[src/hdl/irpw_pkg.sv]
// ----------------------------------------------------------------------------
// IR pulse-width word receiver package
// Phase codes, per-channel state, window settings and register indexes.
// ----------------------------------------------------------------------------
`timescale 1ns / 1ps
`default_nettype none

package irpw_pkg;

  typedef enum logic [2:0] {
    PH_IDLE = 3'd0,
    PH_SIGN = 3'd1,
    PH_GAP  = 3'd2,
    PH_DATA = 3'd3,
    PH_DONE = 3'd4
  } phase_t;

  typedef struct packed {
    phase_t      phase;
    logic        expect_rising;
    logic [31:0] last_edge_time;
    logic [31:0] shift_word;
  } chan_state_t;

  typedef struct packed {
    logic [15:0] sign_min;
    logic [15:0] sign_max;
    logic [15:0] gap_min;
    logic [15:0] gap_max;
    logic [15:0] one_min;
    logic [15:0] one_max;
    logic [15:0] zero_min;
    logic [15:0] zero_max;
  } window_cfg_t;

  localparam logic [2:0] CFG_SIGN_MIN = 3'd0;
  localparam logic [2:0] CFG_SIGN_MAX = 3'd1;
  localparam logic [2:0] CFG_GAP_MIN  = 3'd2;
  localparam logic [2:0] CFG_GAP_MAX  = 3'd3;
  localparam logic [2:0] CFG_ONE_MIN  = 3'd4;
  localparam logic [2:0] CFG_ONE_MAX  = 3'd5;
  localparam logic [2:0] CFG_ZERO_MIN = 3'd6;
  localparam logic [2:0] CFG_ZERO_MAX = 3'd7;

  localparam logic MODE_EDGE  = 1'b0;
  localparam logic MODE_FETCH = 1'b1;

  function automatic logic in_window(input logic [31:0] dur, input logic [15:0] lo,
                                     input logic [15:0] hi);
    return (dur >= {16'd0, lo}) && (dur <= {16'd0, hi});
  endfunction

endpackage

`default_nettype wire

[src/hdl/ir_pulse_width_word_receiver.sv]
// A fetch word fills the input registers, then its answer the result registers;
// edge words produce no answer. Throughput: one word per cycle unless a fetch
// waits on a stalled result, limited by the single read-modify-write of the
// addressed channel's state registers between the input and result registers.
// Reset: synchronous; clears every channel to idle and loads the window defaults.
// ----------------------------------------------------------------------------
// IR pulse-width word receiver
// Multi-channel infrared frame decoder driven by timestamped edges, with fetch.
// ----------------------------------------------------------------------------
`timescale 1ns / 1ps
`default_nettype none

module ir_pulse_width_word_receiver import irpw_pkg::*; #(
  parameter int NUM_CHANNELS = 6,
  parameter int WORD_BITS    = 32,
  parameter int QUIET_US     = 10000,
  parameter int MISS_LIMIT   = 16
) (
  input  logic        clk,
  input  logic        rst,
  input  logic        item_valid,
  output logic        item_stall,
  input  logic        mode,
  input  logic [2:0]  channel,
  input  logic        rising,
  input  logic [31:0] time_us,
  output logic        result_valid,
  input  logic        result_stall,
  output logic [2:0]  out_channel,
  output logic        word_ready,
  output logic [31:0] word,
  output logic        power_cycle,
  input  logic        cfg_valid,
  output logic        cfg_ready,
  input  logic [2:0]  cfg_index,
  input  logic [15:0] cfg_data
);

  localparam int CHW = (NUM_CHANNELS > 1) ? $clog2(NUM_CHANNELS) : 1;
  localparam int BCW = $clog2(WORD_BITS + 1);
  localparam int MCW = $clog2(MISS_LIMIT + 1);

  window_cfg_t    win;
  chan_state_t    chan [NUM_CHANNELS];
  logic [BCW-1:0] bits [NUM_CHANNELS];
  logic [MCW-1:0] miss [NUM_CHANNELS];

  logic           s1_valid;
  logic           s1_mode;
  logic [2:0]     s1_channel;
  logic           s1_rising;
  logic [31:0]    s1_time;
  logic           s1_advance;
  logic           s1_in_range;
  logic [CHW-1:0] sel;

  chan_state_t    nxt;
  logic [BCW-1:0] nxt_bits;
  logic [MCW-1:0] nxt_miss;
  logic           upd_ready;
  logic [31:0]    upd_word;
  logic           upd_power;

  assign cfg_ready   = 1'b1;
  assign s1_in_range = 32'(s1_channel) < 32'(NUM_CHANNELS);
  assign sel         = CHW'(s1_channel);
  assign s1_advance  = s1_valid && ((s1_mode == MODE_EDGE) || !result_valid || !result_stall);
  assign item_stall  = s1_valid && !s1_advance;

  always_ff @(posedge clk) begin
    if (rst) begin
      win.sign_min <= 16'd0;
      win.sign_max <= 16'hFFFF;
      win.gap_min  <= 16'd0;
      win.gap_max  <= 16'hFFFF;
      win.one_min  <= 16'd0;
      win.one_max  <= 16'hFFFF;
      win.zero_min <= 16'd0;
      win.zero_max <= 16'hFFFF;
    end else if (cfg_valid && cfg_ready) begin
      unique case (cfg_index)
        CFG_SIGN_MIN: win.sign_min <= cfg_data;
        CFG_SIGN_MAX: win.sign_max <= cfg_data;
        CFG_GAP_MIN:  win.gap_min  <= cfg_data;
        CFG_GAP_MAX:  win.gap_max  <= cfg_data;
        CFG_ONE_MIN:  win.one_min  <= cfg_data;
        CFG_ONE_MAX:  win.one_max  <= cfg_data;
        CFG_ZERO_MIN: win.zero_min <= cfg_data;
        CFG_ZERO_MAX: win.zero_max <= cfg_data;
      endcase
    end
  end

  always_ff @(posedge clk) begin
    if (rst) begin
      s1_valid <= 1'b0;
    end else if (!item_stall) begin
      s1_valid <= item_valid;
    end
    if (!item_stall && item_valid) begin
      s1_mode    <= mode;
      s1_channel <= channel;
      s1_rising  <= rising;
      s1_time    <= time_us;
    end
  end

  irpw_chan_update #(
    .WORD_BITS  (WORD_BITS),
    .QUIET_US   (QUIET_US),
    .MISS_LIMIT (MISS_LIMIT),
    .BCW        (BCW),
    .MCW        (MCW)
  ) u_update (
    .cur         (chan[sel]),
    .cur_bits    (bits[sel]),
    .cur_miss    (miss[sel]),
    .win         (win),
    .mode        (s1_mode),
    .rising      (s1_rising),
    .time_us     (s1_time),
    .nxt         (nxt),
    .nxt_bits    (nxt_bits),
    .nxt_miss    (nxt_miss),
    .word_ready  (upd_ready),
    .word        (upd_word),
    .power_cycle (upd_power)
  );

  always_ff @(posedge clk) begin
    if (rst) begin
      for (int i = 0; i < NUM_CHANNELS; i++) begin
        chan[i].phase          <= PH_IDLE;
        chan[i].expect_rising  <= 1'b0;
        chan[i].last_edge_time <= '0;
        chan[i].shift_word     <= '0;
        bits[i]                <= '0;
        miss[i]                <= '0;
      end
    end else if (s1_advance && s1_in_range) begin
      chan[sel] <= nxt;
      bits[sel] <= nxt_bits;
      miss[sel] <= nxt_miss;
    end
  end

  always_ff @(posedge clk) begin
    if (rst) begin
      result_valid <= 1'b0;
    end else if (s1_advance && (s1_mode == MODE_FETCH)) begin
      result_valid <= 1'b1;
    end else if (!result_stall) begin
      result_valid <= 1'b0;
    end
    if (s1_advance && (s1_mode == MODE_FETCH)) begin
      out_channel <= s1_channel;
      word_ready  <= s1_in_range && upd_ready;
      word        <= s1_in_range ? upd_word : '0;
      power_cycle <= s1_in_range && upd_power;
    end
  end

endmodule

`default_nettype wire

[src/hdl/irpw_chan_update.sv]
// ----------------------------------------------------------------------------
// IR pulse-width channel update
// Next-state and fetch answer for the one channel that a word addresses.
// ----------------------------------------------------------------------------
`timescale 1ns / 1ps
`default_nettype none

module irpw_chan_update import irpw_pkg::*; #(
  parameter int WORD_BITS  = 32,
  parameter int QUIET_US   = 10000,
  parameter int MISS_LIMIT = 16,
  parameter int BCW        = 6,
  parameter int MCW        = 5
) (
  input  chan_state_t      cur,
  input  logic [BCW-1:0]   cur_bits,
  input  logic [MCW-1:0]   cur_miss,
  input  window_cfg_t      win,
  input  logic             mode,
  input  logic             rising,
  input  logic [31:0]      time_us,
  output chan_state_t      nxt,
  output logic [BCW-1:0]   nxt_bits,
  output logic [MCW-1:0]   nxt_miss,
  output logic             word_ready,
  output logic [31:0]      word,
  output logic             power_cycle
);

  logic [31:0] dur;
  logic [31:0] bit_mask;
  logic        bit_room;
  logic        last_bit;
  logic        miss_over;

  assign dur       = time_us - cur.last_edge_time;
  assign bit_mask  = 32'd1 << cur_bits;
  assign bit_room  = 32'(cur_bits) < 32'(WORD_BITS);
  assign last_bit  = (32'(cur_bits) + 32'd1) >= 32'(WORD_BITS);
  assign miss_over = (32'(cur_miss) + 32'd1) > 32'(MISS_LIMIT);

  always_comb begin
    nxt         = cur;
    nxt_bits    = cur_bits;
    nxt_miss    = cur_miss;
    word_ready  = 1'b0;
    word        = '0;
    power_cycle = 1'b0;
    if (mode == MODE_EDGE) begin
      if (rising == cur.expect_rising) begin
        nxt.last_edge_time = time_us;
        unique case (cur.phase)
          PH_SIGN: begin
            if (in_window(dur, win.sign_min, win.sign_max)) begin
              nxt.phase         = PH_GAP;
              nxt.expect_rising = 1'b0;
            end else begin
              nxt.phase         = PH_IDLE;
              nxt.shift_word    = '0;
              nxt_bits          = '0;
              nxt.expect_rising = 1'b0;
            end
          end
          PH_GAP: begin
            if (in_window(dur, win.gap_min, win.gap_max)) begin
              nxt.phase         = PH_DATA;
              nxt.expect_rising = 1'b1;
            end else begin
              nxt.phase         = PH_IDLE;
              nxt.shift_word    = '0;
              nxt_bits          = '0;
              nxt.expect_rising = 1'b0;
            end
          end
          PH_DATA: begin
            priority if (bit_room && in_window(dur, win.one_min, win.one_max)) begin
              nxt.shift_word    = cur.shift_word | bit_mask;
              nxt_bits          = cur_bits + BCW'(1);
              nxt.expect_rising = 1'b0;
              nxt.phase         = last_bit ? PH_DONE : PH_GAP;
            end else if (bit_room && in_window(dur, win.zero_min, win.zero_max)) begin
              nxt.shift_word    = cur.shift_word & ~bit_mask;
              nxt_bits          = cur_bits + BCW'(1);
              nxt.expect_rising = 1'b0;
              nxt.phase         = last_bit ? PH_DONE : PH_GAP;
            end else begin
              nxt.phase         = PH_IDLE;
              nxt.shift_word    = '0;
              nxt_bits          = '0;
              nxt.expect_rising = 1'b0;
            end
          end
          PH_DONE: begin
            if (dur >= 32'(QUIET_US)) begin
              nxt.phase         = PH_SIGN;
              nxt.expect_rising = 1'b1;
              nxt.shift_word    = '0;
              nxt_bits          = '0;
            end
          end
          default: begin
            nxt.phase         = PH_SIGN;
            nxt.expect_rising = 1'b1;
          end
        endcase
      end
    end else begin
      if (cur.phase == PH_DONE) begin
        word_ready        = 1'b1;
        word              = cur.shift_word;
        nxt.phase         = PH_IDLE;
        nxt.shift_word    = '0;
        nxt_bits          = '0;
        nxt.expect_rising = 1'b0;
        nxt_miss          = '0;
      end else if (miss_over) begin
        nxt_miss    = '0;
        power_cycle = 1'b1;
      end else begin
        nxt_miss = cur_miss + MCW'(1);
      end
    end
  end

endmodule

`default_nettype wire

[config.mk]
export PLATFORM = sky130hd
export DESIGN_NAME = ir_pulse_width_word_receiver
export DESIGN_NICKNAME = d
export VERILOG_FILES = /design/src/hdl/irpw_pkg.sv /design/src/hdl/ir_pulse_width_word_receiver.sv /design/src/hdl/irpw_chan_update.sv
export SDC_FILE = /design/constraint.sdc
export NUM_CORES = 1
export LEC_CHECK = 0
export BUFFER_PORTS_ARGS = -buffer_cell sky130_fd_sc_hd__buf_4
export CAP_MARGIN = 20
export CELL_PAD_IN_SITES_DETAIL_PLACEMENT = 1
export CELL_PAD_IN_SITES_GLOBAL_PLACEMENT = 2
export CORE_MARGIN = 5
export CORE_UTILIZATION = 39
export CTS_CLUSTER_SIZE = 30
export DETAILED_ROUTE_END_ITERATION = 8
export GPL_TIMING_DRIVEN = 0
export PLACE_DENSITY = 0.82
export SLEW_MARGIN = 25
export SYNTH_ARGS = -nofsm -noshare
export SYNTH_HDL_FRONTEND = slang
export SYNTH_SLANG_ARGS = --single-unit
[constraint.sdc]
create_clock -name clk -period 7.65 [get_ports clk]
set_clock_uncertainty 0.1 [all_clocks]
set_input_delay 1.53 -clock clk [delete_from_list [all_inputs] [get_ports clk]]
set_output_delay 1.53 -clock clk [all_outputs]
set_load 0.1 [all_outputs]
==> qor.txt, run 1 <==
power per cell area: 266 nW/µm²
Core Region: 104000 µm²
Tmin final: 7.42 ns
fmax: 135 MHz
Initial Util: 39.4%
Static Leakage: 18.3 nW
WL final: 130 mm
R2R setup slack: 0.23 ns
Crit-path slowest cell: or4_4
Register Area: 23900 µm²
Yosys top cell area share: 51.9%
max-slew violation count: 0
placement row count: 118
share of layout cells above drive strength 1: 15.5%
CP max stage delay: 0.61 ns
Die ar.: 111000 µm²
worst skew pair latency: 0.68 ns
HPWL Detailed: 88.9 mm
Max H-tree Level: 3
post-synthesis cell count: 3405
Async SR Flop Fraction: 0%
Area Growth Syn to Fin: 17.8%
fin nets: 4004
I/O Pins: 101
Vias: 29500
Setup crit start kind: flop
gpl congestion: 0.820
Clock transition at path regs: 0.06 ns
largest net degree at the start of global routing: 39
Antenna Nets Post-Route: 0
RR Endpoint: chan[2][28]
synth cell count leaders: edfxtp_1 (706), nand2_1 (434), nor2_1 (413), inv_1 (222), o22ai_1 (185)
drt pass-1 iters: 5
data required time at the worst endpoint: 8.04 ns
initial antenna violation count: 3
library cells used by synthesis: 83
most frequent cell after synthesis: edfxtp_1
top post-synthesis cells by area: edfxtp_1 (52%), mux4_2 (8.7%), dfxtp_1 (6.5%), ha_1 (5.1%), nand2_1 (4.0%)
Filler Cell Count: 11000
number of setup violations in the final report: 0
Worst Reg-to-Reg Cells: 30
total congestion overflow: 0
status: complete, no violations
Die Y: 334 µm
area leader, netlist: edfxtp_1
residual DRC count: 0
CTS tree: done
Total GRT Usage: 22.7%
Synth Flop Type: edfxtp_1
Post-synth EDFFs: 706
initial DRC count: 2438
peak supply drop: 0.169 mV
die width: 334 µm
setup TNS: 0 ns
Crit. End Element: flop
HP Class: flop to flop
Hold Vio Cnt, Final: 0
Routed WL per cell: 24.8 µm
number of synthesized register bits: 839
Worst Setup EP: chan[2][28]
first-pass GRT wire length: 192 mm
crit-path max FO: 10
Clock Sinks: 839
data arrival time of the worst path: 7.81 ns
sequential-to-total area share from yosys stat: 58.4%
Fin Hold WS: 0.354 ns
critical path class: flop to flop
TritonCTS Buffers: 94
root buffer cell: clkbuf_16
crit share post-route: 97.0%
vias in the first global route: 30800
worst-margin pin slew: 1.07 ns
Max Cap Violations: 0
synthesized cell area: 40900 µm²
Worst slew margin: 28.0%
Yosys warnings: 0
IO Port Bufs: 81
CTS max path bufs: 3
synthesized area per cell: 12.0 µm²
Avg Vias per Cell: 5.63
footprint of the multi-input gates: 16200 µm²
==> sequential cells by signal, summed over array words and instances, names as in the netlist, named ones only <==
signal	count
bits	48
s1_mode	1
s1_time	32
s1_rising	1
chan	544
power_cycle	1
out_channel	3
miss	40
win	128
s1_valid	1
s1_channel	3
word	32
result_valid	1
word_ready	1
==> cells in the final DEF (no fill, tap or decap), types with 36 or more instances in the layout <==
cell	synthesis	routed
nor2_1	413	411
buf_4	4	111
ha_1	167	165
edfxtp_1	706	706
nand4_1	36	36
o21ai_0	46	45
conb_1	2	159
o211ai_1	73	73
mux4_2	158	158
inv_1	222	221
o22ai_1	185	185
dfxtp_1	133	132
o21ai_1	50	49
a21oi_1	151	147
mux2i_1	50	49
nand2_1	434	428
clkbuf_16	0	95
clkbuf_1	138	124
==> how the worst min path moves through the flow <==
stage	from	slack (ns)	cells past startpoint	endpoint
CTS	win[81]	0.35	2	win[81]
global placement	win[24]	0.34	2	win[24]
finish	win[81]	0.35	2	win[81]
detailed placement	win[81]	0.35	2	win[81]
global route	win[30]	0.37	2	win[30]
floorplan	win[113]	0.34	2	win[113]
==> power breakdown <==
part           switching [mW]  internal, mW
logic                    1.87         0.994
registers              0.0862          5.25
clock network            1.90          2.70
total                    3.86          8.94
==> per-layer routing <==
layer / share of wire [%] / wire (µm) / GRT usage (%) / vias to the layer above
met5: 0.021 / 27 / 0 / -
met4: 3.5 / 4550 / 7.70 / 4
met3: 6.2 / 8090 / 4.04 / 263
met2: 49 / 63100 / 38.4 / 984
met1: 41 / 53700 / 29.7 / 15000
li1: - / - / - / 13200
==> final cells by class <==
type                       count  share of cell area [%]
inverter                     226                    1.80
buffer                       205                    2.46
clock buffer                 121                    5.22
antenna                        1                 0.00520
clock inverter                51                    1.20
multi-input combinational   2281                    33.7
timing repair buffer         128                    2.48
tap                         1380                    3.59
sequential                   839                    49.6
==> through the flow <==
| stage | utilization (%) | setup WS (ns) | total power, mW | instance area [µm²] | cells |
|---|---|---|---|---|---|
| global route | 46.4 | -0.0444 | 13.4 | 48200 | 5231 |
| CTS | 46.2 | -0.0313 | 12.9 | 47900 | 5217 |
| floorplan | - | 0.166 | 7.13 | 41500 | 3562 |
| global placement | 42.2 | -6.02 | 7.98 | 43800 | 5023 |
| detailed placement | 42.8 | -3.01 | 8.14 | 44400 | 5047 |
| finish | 46.4 | 0.232 | 12.8 | 48200 | 5232 |
==> critical path, delay by kind of cell, from the launching register on <==
kind	cells	cell delay, ns
flops	1	0.36
xor+xnor	1	0.26
simple gates	8	1.63
compound gates	9	1.80
fa+ha+maj	2	0.76
buf+inv	10	2.28
==> cell families (layout without fill, tap and decap cells) <==
group / after synthesis / after routing / synth area share [%]
compound gates: 686 / 686 / 10.7
xor+xnor: 22 / 22 / 0.471
fa+ha+maj: 168 / 168 / 5.16
buf+inv: 442 / 731 / 4.53
flops: 839 / 839 / 58.4
mux: 216 / 216 / 10.2
other cells: 2 / 160 / 0.0184
simple gates: 1030 / 1030 / 10.5
==> timing repair <==
item / CTS / global route
pin swaps: 4 / 5
endpoints found under the hold margin: 0 / 0
hold buffers: 0 / 0
endpoints found under the setup margin: 336 / 301
gates resized for setup: 105 / 37
setup buffers: 9 / 13
gates cloned: 0 / 0
Power figures use the tool's default switching activity.
==> run 2, diff against run 1 <==
--- a/config.mk
+++ b/config.mk
@@ -14,7 +14,9 @@
 export CTS_CLUSTER_SIZE = 30
 export DETAILED_ROUTE_END_ITERATION = 8
 export GPL_TIMING_DRIVEN = 0
+export MAX_ROUTING_LAYER = met4
 export PLACE_DENSITY = 0.82
+export RECOVER_POWER = 25
 export SLEW_MARGIN = 25
 export SYNTH_ARGS = -nofsm -noshare
 export SYNTH_HDL_FRONTEND = slang
==> run 2 against run 1 <==
Effect of this change:
- the flow now finishes with violations (capacitance limit, slew limit)
- worst setup slack gained 0.0020 ns
- via count is 0.25% lower
- total power decreased by 0.16%
- fmax barely moved
- critical path type unchanged
- largest cell class unchanged
- largest power group unchanged
==> qor.txt, run 2 (synthesis gave the netlist of run 1 again) <==
total congestion overflow: 0
crit share post-route: 96.9%
Worst Reg-to-Reg Cells: 28
Power, Total: 12.8 mW
Total GRT Usage: 23.4%
placement row count: 118
met3 WL: 7.95 mm
max-slew violation count: 62
final worst slack: 0.234 ns
data required time at the worst endpoint: 8.04 ns
share of layout cells above drive strength 1: 13.8%
crit-path max FO: 11
HPWL Detailed: 88.9 mm
met2 WL post-DR: 62.9 mm
max reg flops: 544
biggest regs: chan: 544 flops, win: 128 flops, bits: 48 flops
Max H-tree Level: 3
Fin Hold WS: 0.354 ns
failing checks: capacitance limit, slew limit
largest net degree at the start of global routing: 39
fmax: 135 MHz
Max Cap Violations: 3
Crit. End Element: flop
HP Class: flop to flop
Die Y: 334 µm
fin nets: 4002
CTS tree: done
dpl cell area: 44400 µm²
DR top layer: met4
Core Region: 104000 µm²
die width: 334 µm
Worst path most repeated cell: a21o_1
Finished Cell Area: 47800 µm²
initial DRC count: 2488
wire length on met1: 53.9 mm
data arrival time of the worst path: 7.81 ns
I/O Pins: 101
worst-margin pin slew: 2.32 ns
root buffer cell: clkbuf_16
TritonCTS Buffers: 94
Setup crit start kind: flop
Crit-path slowest cell: or4_4
Static Leakage: 18.1 nW
Area Growth Syn to Fin: 17.0%
most frequent cells in the layout: edfxtp_1 (706), nand2_1 (428), nor2_1 (412)
Finished Core Util: 46.1%
Clock Sinks: 839
vias in the first global route: 30800
Avg Vias per Cell: 5.62
Tmin final: 7.42 ns
worst skew pair latency: 0.68 ns
first-pass GRT wire length: 192 mm
Clock transition at path regs: 0.06 ns
number of setup violations in the final report: 0
CP max stage delay: 0.61 ns
residual DRC count: 0
WL final: 129 mm
commonest non-fill, non-tap cell in the layout: edfxtp_1
Vias: 29400
Antenna Nets Post-Route: 0
status: finished, violations left
gpl congestion: 0.832
Routed WL per cell: 24.7 µm
hold path cells: 2
IO Port Bufs: 81
Initial Util: 39.4%
Filler Cell Count: 11000
drt pass-1 iters: 5
Hold Vio Cnt, Final: 0
Worst slew margin: -55.2%
CTS max path bufs: 3
power per cell area: 267 nW/µm²
DP Worst Slack: -3.01 ns
critical path class: flop to flop
Die ar.: 111000 µm²
initial antenna violation count: 4
cts hold-fix bufs: 0
Largest Register: chan
peak supply drop: 0.169 mV
run 2: area by class of cell:
| cell class | count | area, µm² | share of cell area [%] |
|---|---|---|---|
| Sequential cell | 839 | 23900 | 49.9 |
| Multi-Input combinational cell | 2281 | 16200 | 33.8 |
| Clock buffer | 121 | 2510 | 5.26 |
| Tap cell | 1380 | 1730 | 3.61 |
| Buffer | 204 | 1170 | 2.44 |
| Timing Repair Buffer | 127 | 928 | 1.94 |
| Inverter | 226 | 863 | 1.81 |
| Clock inverter | 51 | 576 | 1.20 |
| Antenna cell | 2 | 5.00 | 0.0105 |
run 2: what timing repair did:
item                       4_1_cts  5_1_grt
gates resized for setup        105       33
pin swaps                        4        4
cloned                           0        0
buffers inserted                 9       12
setup endpoints to repair      336      303
run 2: critical path: cells and delay by family, from the launching register on:
kind / cells / cell delay, ns
xor+xnor: 1 / 0.23
flops: 1 / 0.32
compound gates: 10 / 2.32
mux: 1 / 0.52
simple gates: 6 / 1.48
buf+inv: 8 / 1.51
fa+ha+maj: 2 / 0.67
run 2: routing by layer:
metal | track usage, % | up-vias
met3 | 4.00 | 264
li1 | - | 13200
met4 | 7.68 | 0
met2 | 38.4 | 983
met5 | - | -
met1 | 29.8 | 14900
run 2: per-stage QoR:
step | std cells | setup TNS (ns)
global placement | 5023 | -1689.41
floorplan | 3562 | 0
detailed placement | 5047 | -904.26
global route | 5231 | -0.116
finish | 5231 | 0
CTS | 5217 | -0.0516
run 2: path summary, 6_finish.rpt:
check        startpoint     endpoint  slack (ns)
min             win[81]      win[81]        0.35
max                flop  chan[4][17]        0.23
max reg2reg        flop  chan[4][17]        0.23
min reg2reg     win[81]      win[81]        0.35
run 2: report_power, final:
part	internal, mW	leakage [nW]	switching (mW)
Sequential	5.25	8.26	0.0853
Combinational	0.977	8.34	1.87
Clock	2.70	1.49	1.90
Total	8.93	18.1	3.86
==> run 3, diff against run 2 <==
--- a/config.mk
+++ b/config.mk
@@ -10,12 +10,12 @@
 export CELL_PAD_IN_SITES_DETAIL_PLACEMENT = 1
 export CELL_PAD_IN_SITES_GLOBAL_PLACEMENT = 2
 export CORE_MARGIN = 5
-export CORE_UTILIZATION = 39
+export CORE_UTILIZATION = 40
 export CTS_CLUSTER_SIZE = 30
 export DETAILED_ROUTE_END_ITERATION = 8
 export GPL_TIMING_DRIVEN = 0
 export MAX_ROUTING_LAYER = met4
-export PLACE_DENSITY = 0.82
+export PLACE_DENSITY = 0.84
 export RECOVER_POWER = 25
 export SLEW_MARGIN = 25
 export SYNTH_ARGS = -nofsm -noshare
==> run 3 against run 2 <==
Effect of this change:
- the flow still finishes with violations (capacitance limit, slew limit)
- final area is 0.20% higher
- worst hold slack better by 0.0020 ns
- combinational power is 2% higher
- via count is 1.0% higher
- sequential power hardly changed
- sequential cell count stayed put
- critical endpoint is now chan[3][29]
==> qor.txt, run 3 (synthesis gave the netlist of run 1 again) <==
initial DRC count: 2626
most frequent cells in the layout: edfxtp_1 (706), nand2_1 (428), nor2_1 (412)
crit share post-route: 97.9%
max reg flops: 544
CTS max path bufs: 3
Die ar.: 109000 µm²
gpl congestion: 0.853
Max H-tree Level: 3
cts hold-fix bufs: 0
WL final: 131 mm
Tmin final: 7.49 ns
initial antenna violation count: 3
worst-margin pin slew: 2.29 ns
Die Y: 330 µm
placement row count: 117
Clock Sinks: 839
Antenna Nets Post-Route: 0
Max Cap Violations: 1
Vias: 29700
Area Growth Syn to Fin: 17.2%
Fin Hold WS: 0.356 ns
share of layout cells above drive strength 1: 14.1%
family with the most delay on the worst path: compound AO/OA/AOI/OAI gates
Filler Cell Count: 10700
Initial Util: 40.2%
HP Class: flop to flop
critical path class: flop to flop
largest net degree at the start of global routing: 38
data required time at the worst endpoint: 8.06 ns
CP max stage delay: 0.61 ns
IO Port Bufs: 81
residual DRC count: 0
commonest non-fill, non-tap cell in the layout: edfxtp_1
fin nets: 4010
biggest regs: chan: 544 flops, win: 128 flops, bits: 48 flops
Worst slew margin: -53.2%
fmax: 134 MHz
max-slew violation count: 38
worst skew pair latency: 0.69 ns
Hold Vio Cnt, Final: 0
data arrival time of the worst path: 7.90 ns
vias in the first global route: 31100
Static Leakage: 18.2 nW
I/O Pins: 101
Power, Total: 12.9 mW
Largest Register: chan
TritonCTS Buffers: 93
Total GRT Usage: 24.4%
Clock transition at path regs: 0.06 ns
Routed WL per cell: 25.0 µm
Worst path most repeated cell: a21o_1
power per cell area: 269 nW/µm²
Setup crit start kind: flop
WP buf/inv: 8
crit-path max FO: 28
status: finished, violations left
peak supply drop: 0.217 mV
drt pass-1 iters: 5
Core Region: 102000 µm²
CTS tree: done
Crit. End Element: flop
total congestion overflow: 0
root buffer cell: clkbuf_16
Avg Vias per Cell: 5.68
die width: 330 µm
Crit-path slowest cell: or4_4
failing checks: capacitance limit, slew limit
number of setup violations in the final report: 0
HPWL Detailed: 89.2 mm
first-pass GRT wire length: 194 mm
-- run 3: cell types whose count changed in the layout (fill, tap and decap cells not counted), sizes merged --
cell / change
buf: +10
bufinv: +1
clkbuf: -12
clkinv: +11
clkinvlp: -1
diode: -1
-- run 3: power by group --
group / leakage, nW / switching [mW] / internal (mW)
clock: 1.53 / 1.94 / 2.70
sequential: 8.26 / 0.0886 / 5.25
combinational: 8.37 / 1.91 / 0.995
total: 18.2 / 3.94 / 8.94
-- run 3: metrics by stage --
| step | util, % | instance area, µm² | TNS (ns) | worst slack [ns] | std cells |
|---|---|---|---|---|---|
| 6_report | 47.2 | 47900 | 0 | 0.163 | 5227 |
| 4_1_cts | 47.2 | 47900 | -0.807 | -0.108 | 5214 |
| 2_1_floorplan | - | 41500 | 0 | 0.166 | 3562 |
| 5_1_grt | 47.2 | 47900 | -2.95 | -0.0970 | 5227 |
| 3_5_place_dp | 43.7 | 44400 | -758.00 | -2.74 | 5039 |
| 3_3_place_gp | 43.1 | 43800 | -1713.59 | -6.31 | 5011 |
-- run 3: final cells by class --
| type | count | area [µm²] | share of cell area [%] |
|---|---|---|---|
| Timing Repair Buffer | 135 | 975 | 2.03 |
| Tap cell | 1368 | 1710 | 3.57 |
| Multi-Input combinational cell | 2281 | 16200 | 33.8 |
| Antenna cell | 1 | 2.50 | 0.00522 |
| Clock buffer | 110 | 2390 | 4.99 |
| Sequential cell | 839 | 23900 | 49.8 |
| Inverter | 226 | 855 | 1.78 |
| Clock inverter | 62 | 738 | 1.54 |
| Buffer | 205 | 1180 | 2.46 |
-- run 3: per-layer routing --
layer,up-vias,part of all wire (%),GRT usage [%]
li1,13200,-,-
met1,15200,41,31.0
met2,1047,49,40.3
met3,262,6.7,4.10
met4,0,3.4,8.22
met5,-,0,-
-- run 3: final timing paths --
| check | start | endpoint | slack (ns) | depth (start not counted) |
|---|---|---|---|---|
| max | flop | chan[3][29] | 0.16 | 28 |
| min | win[121] | win[121] | 0.36 | 2 |
| max reg2reg | flop | chan[3][29] | 0.16 | 28 |
| min reg2reg | win[121] | win[121] | 0.36 | 2 |
-- run 3: what timing repair did --
action	CTS	global route
buffers inserted	11	15
hold endpoints to repair	0	0
cloned	0	0
setup endpoints to repair	336	308
pin swaps	5	7
resized for setup	86	60
-- run 3: worst min-delay path: stages (launching register included) --
cell and delay (ns):
dfxtp_1 0.31, nand2_1 0.05, a21oi_1 0.05
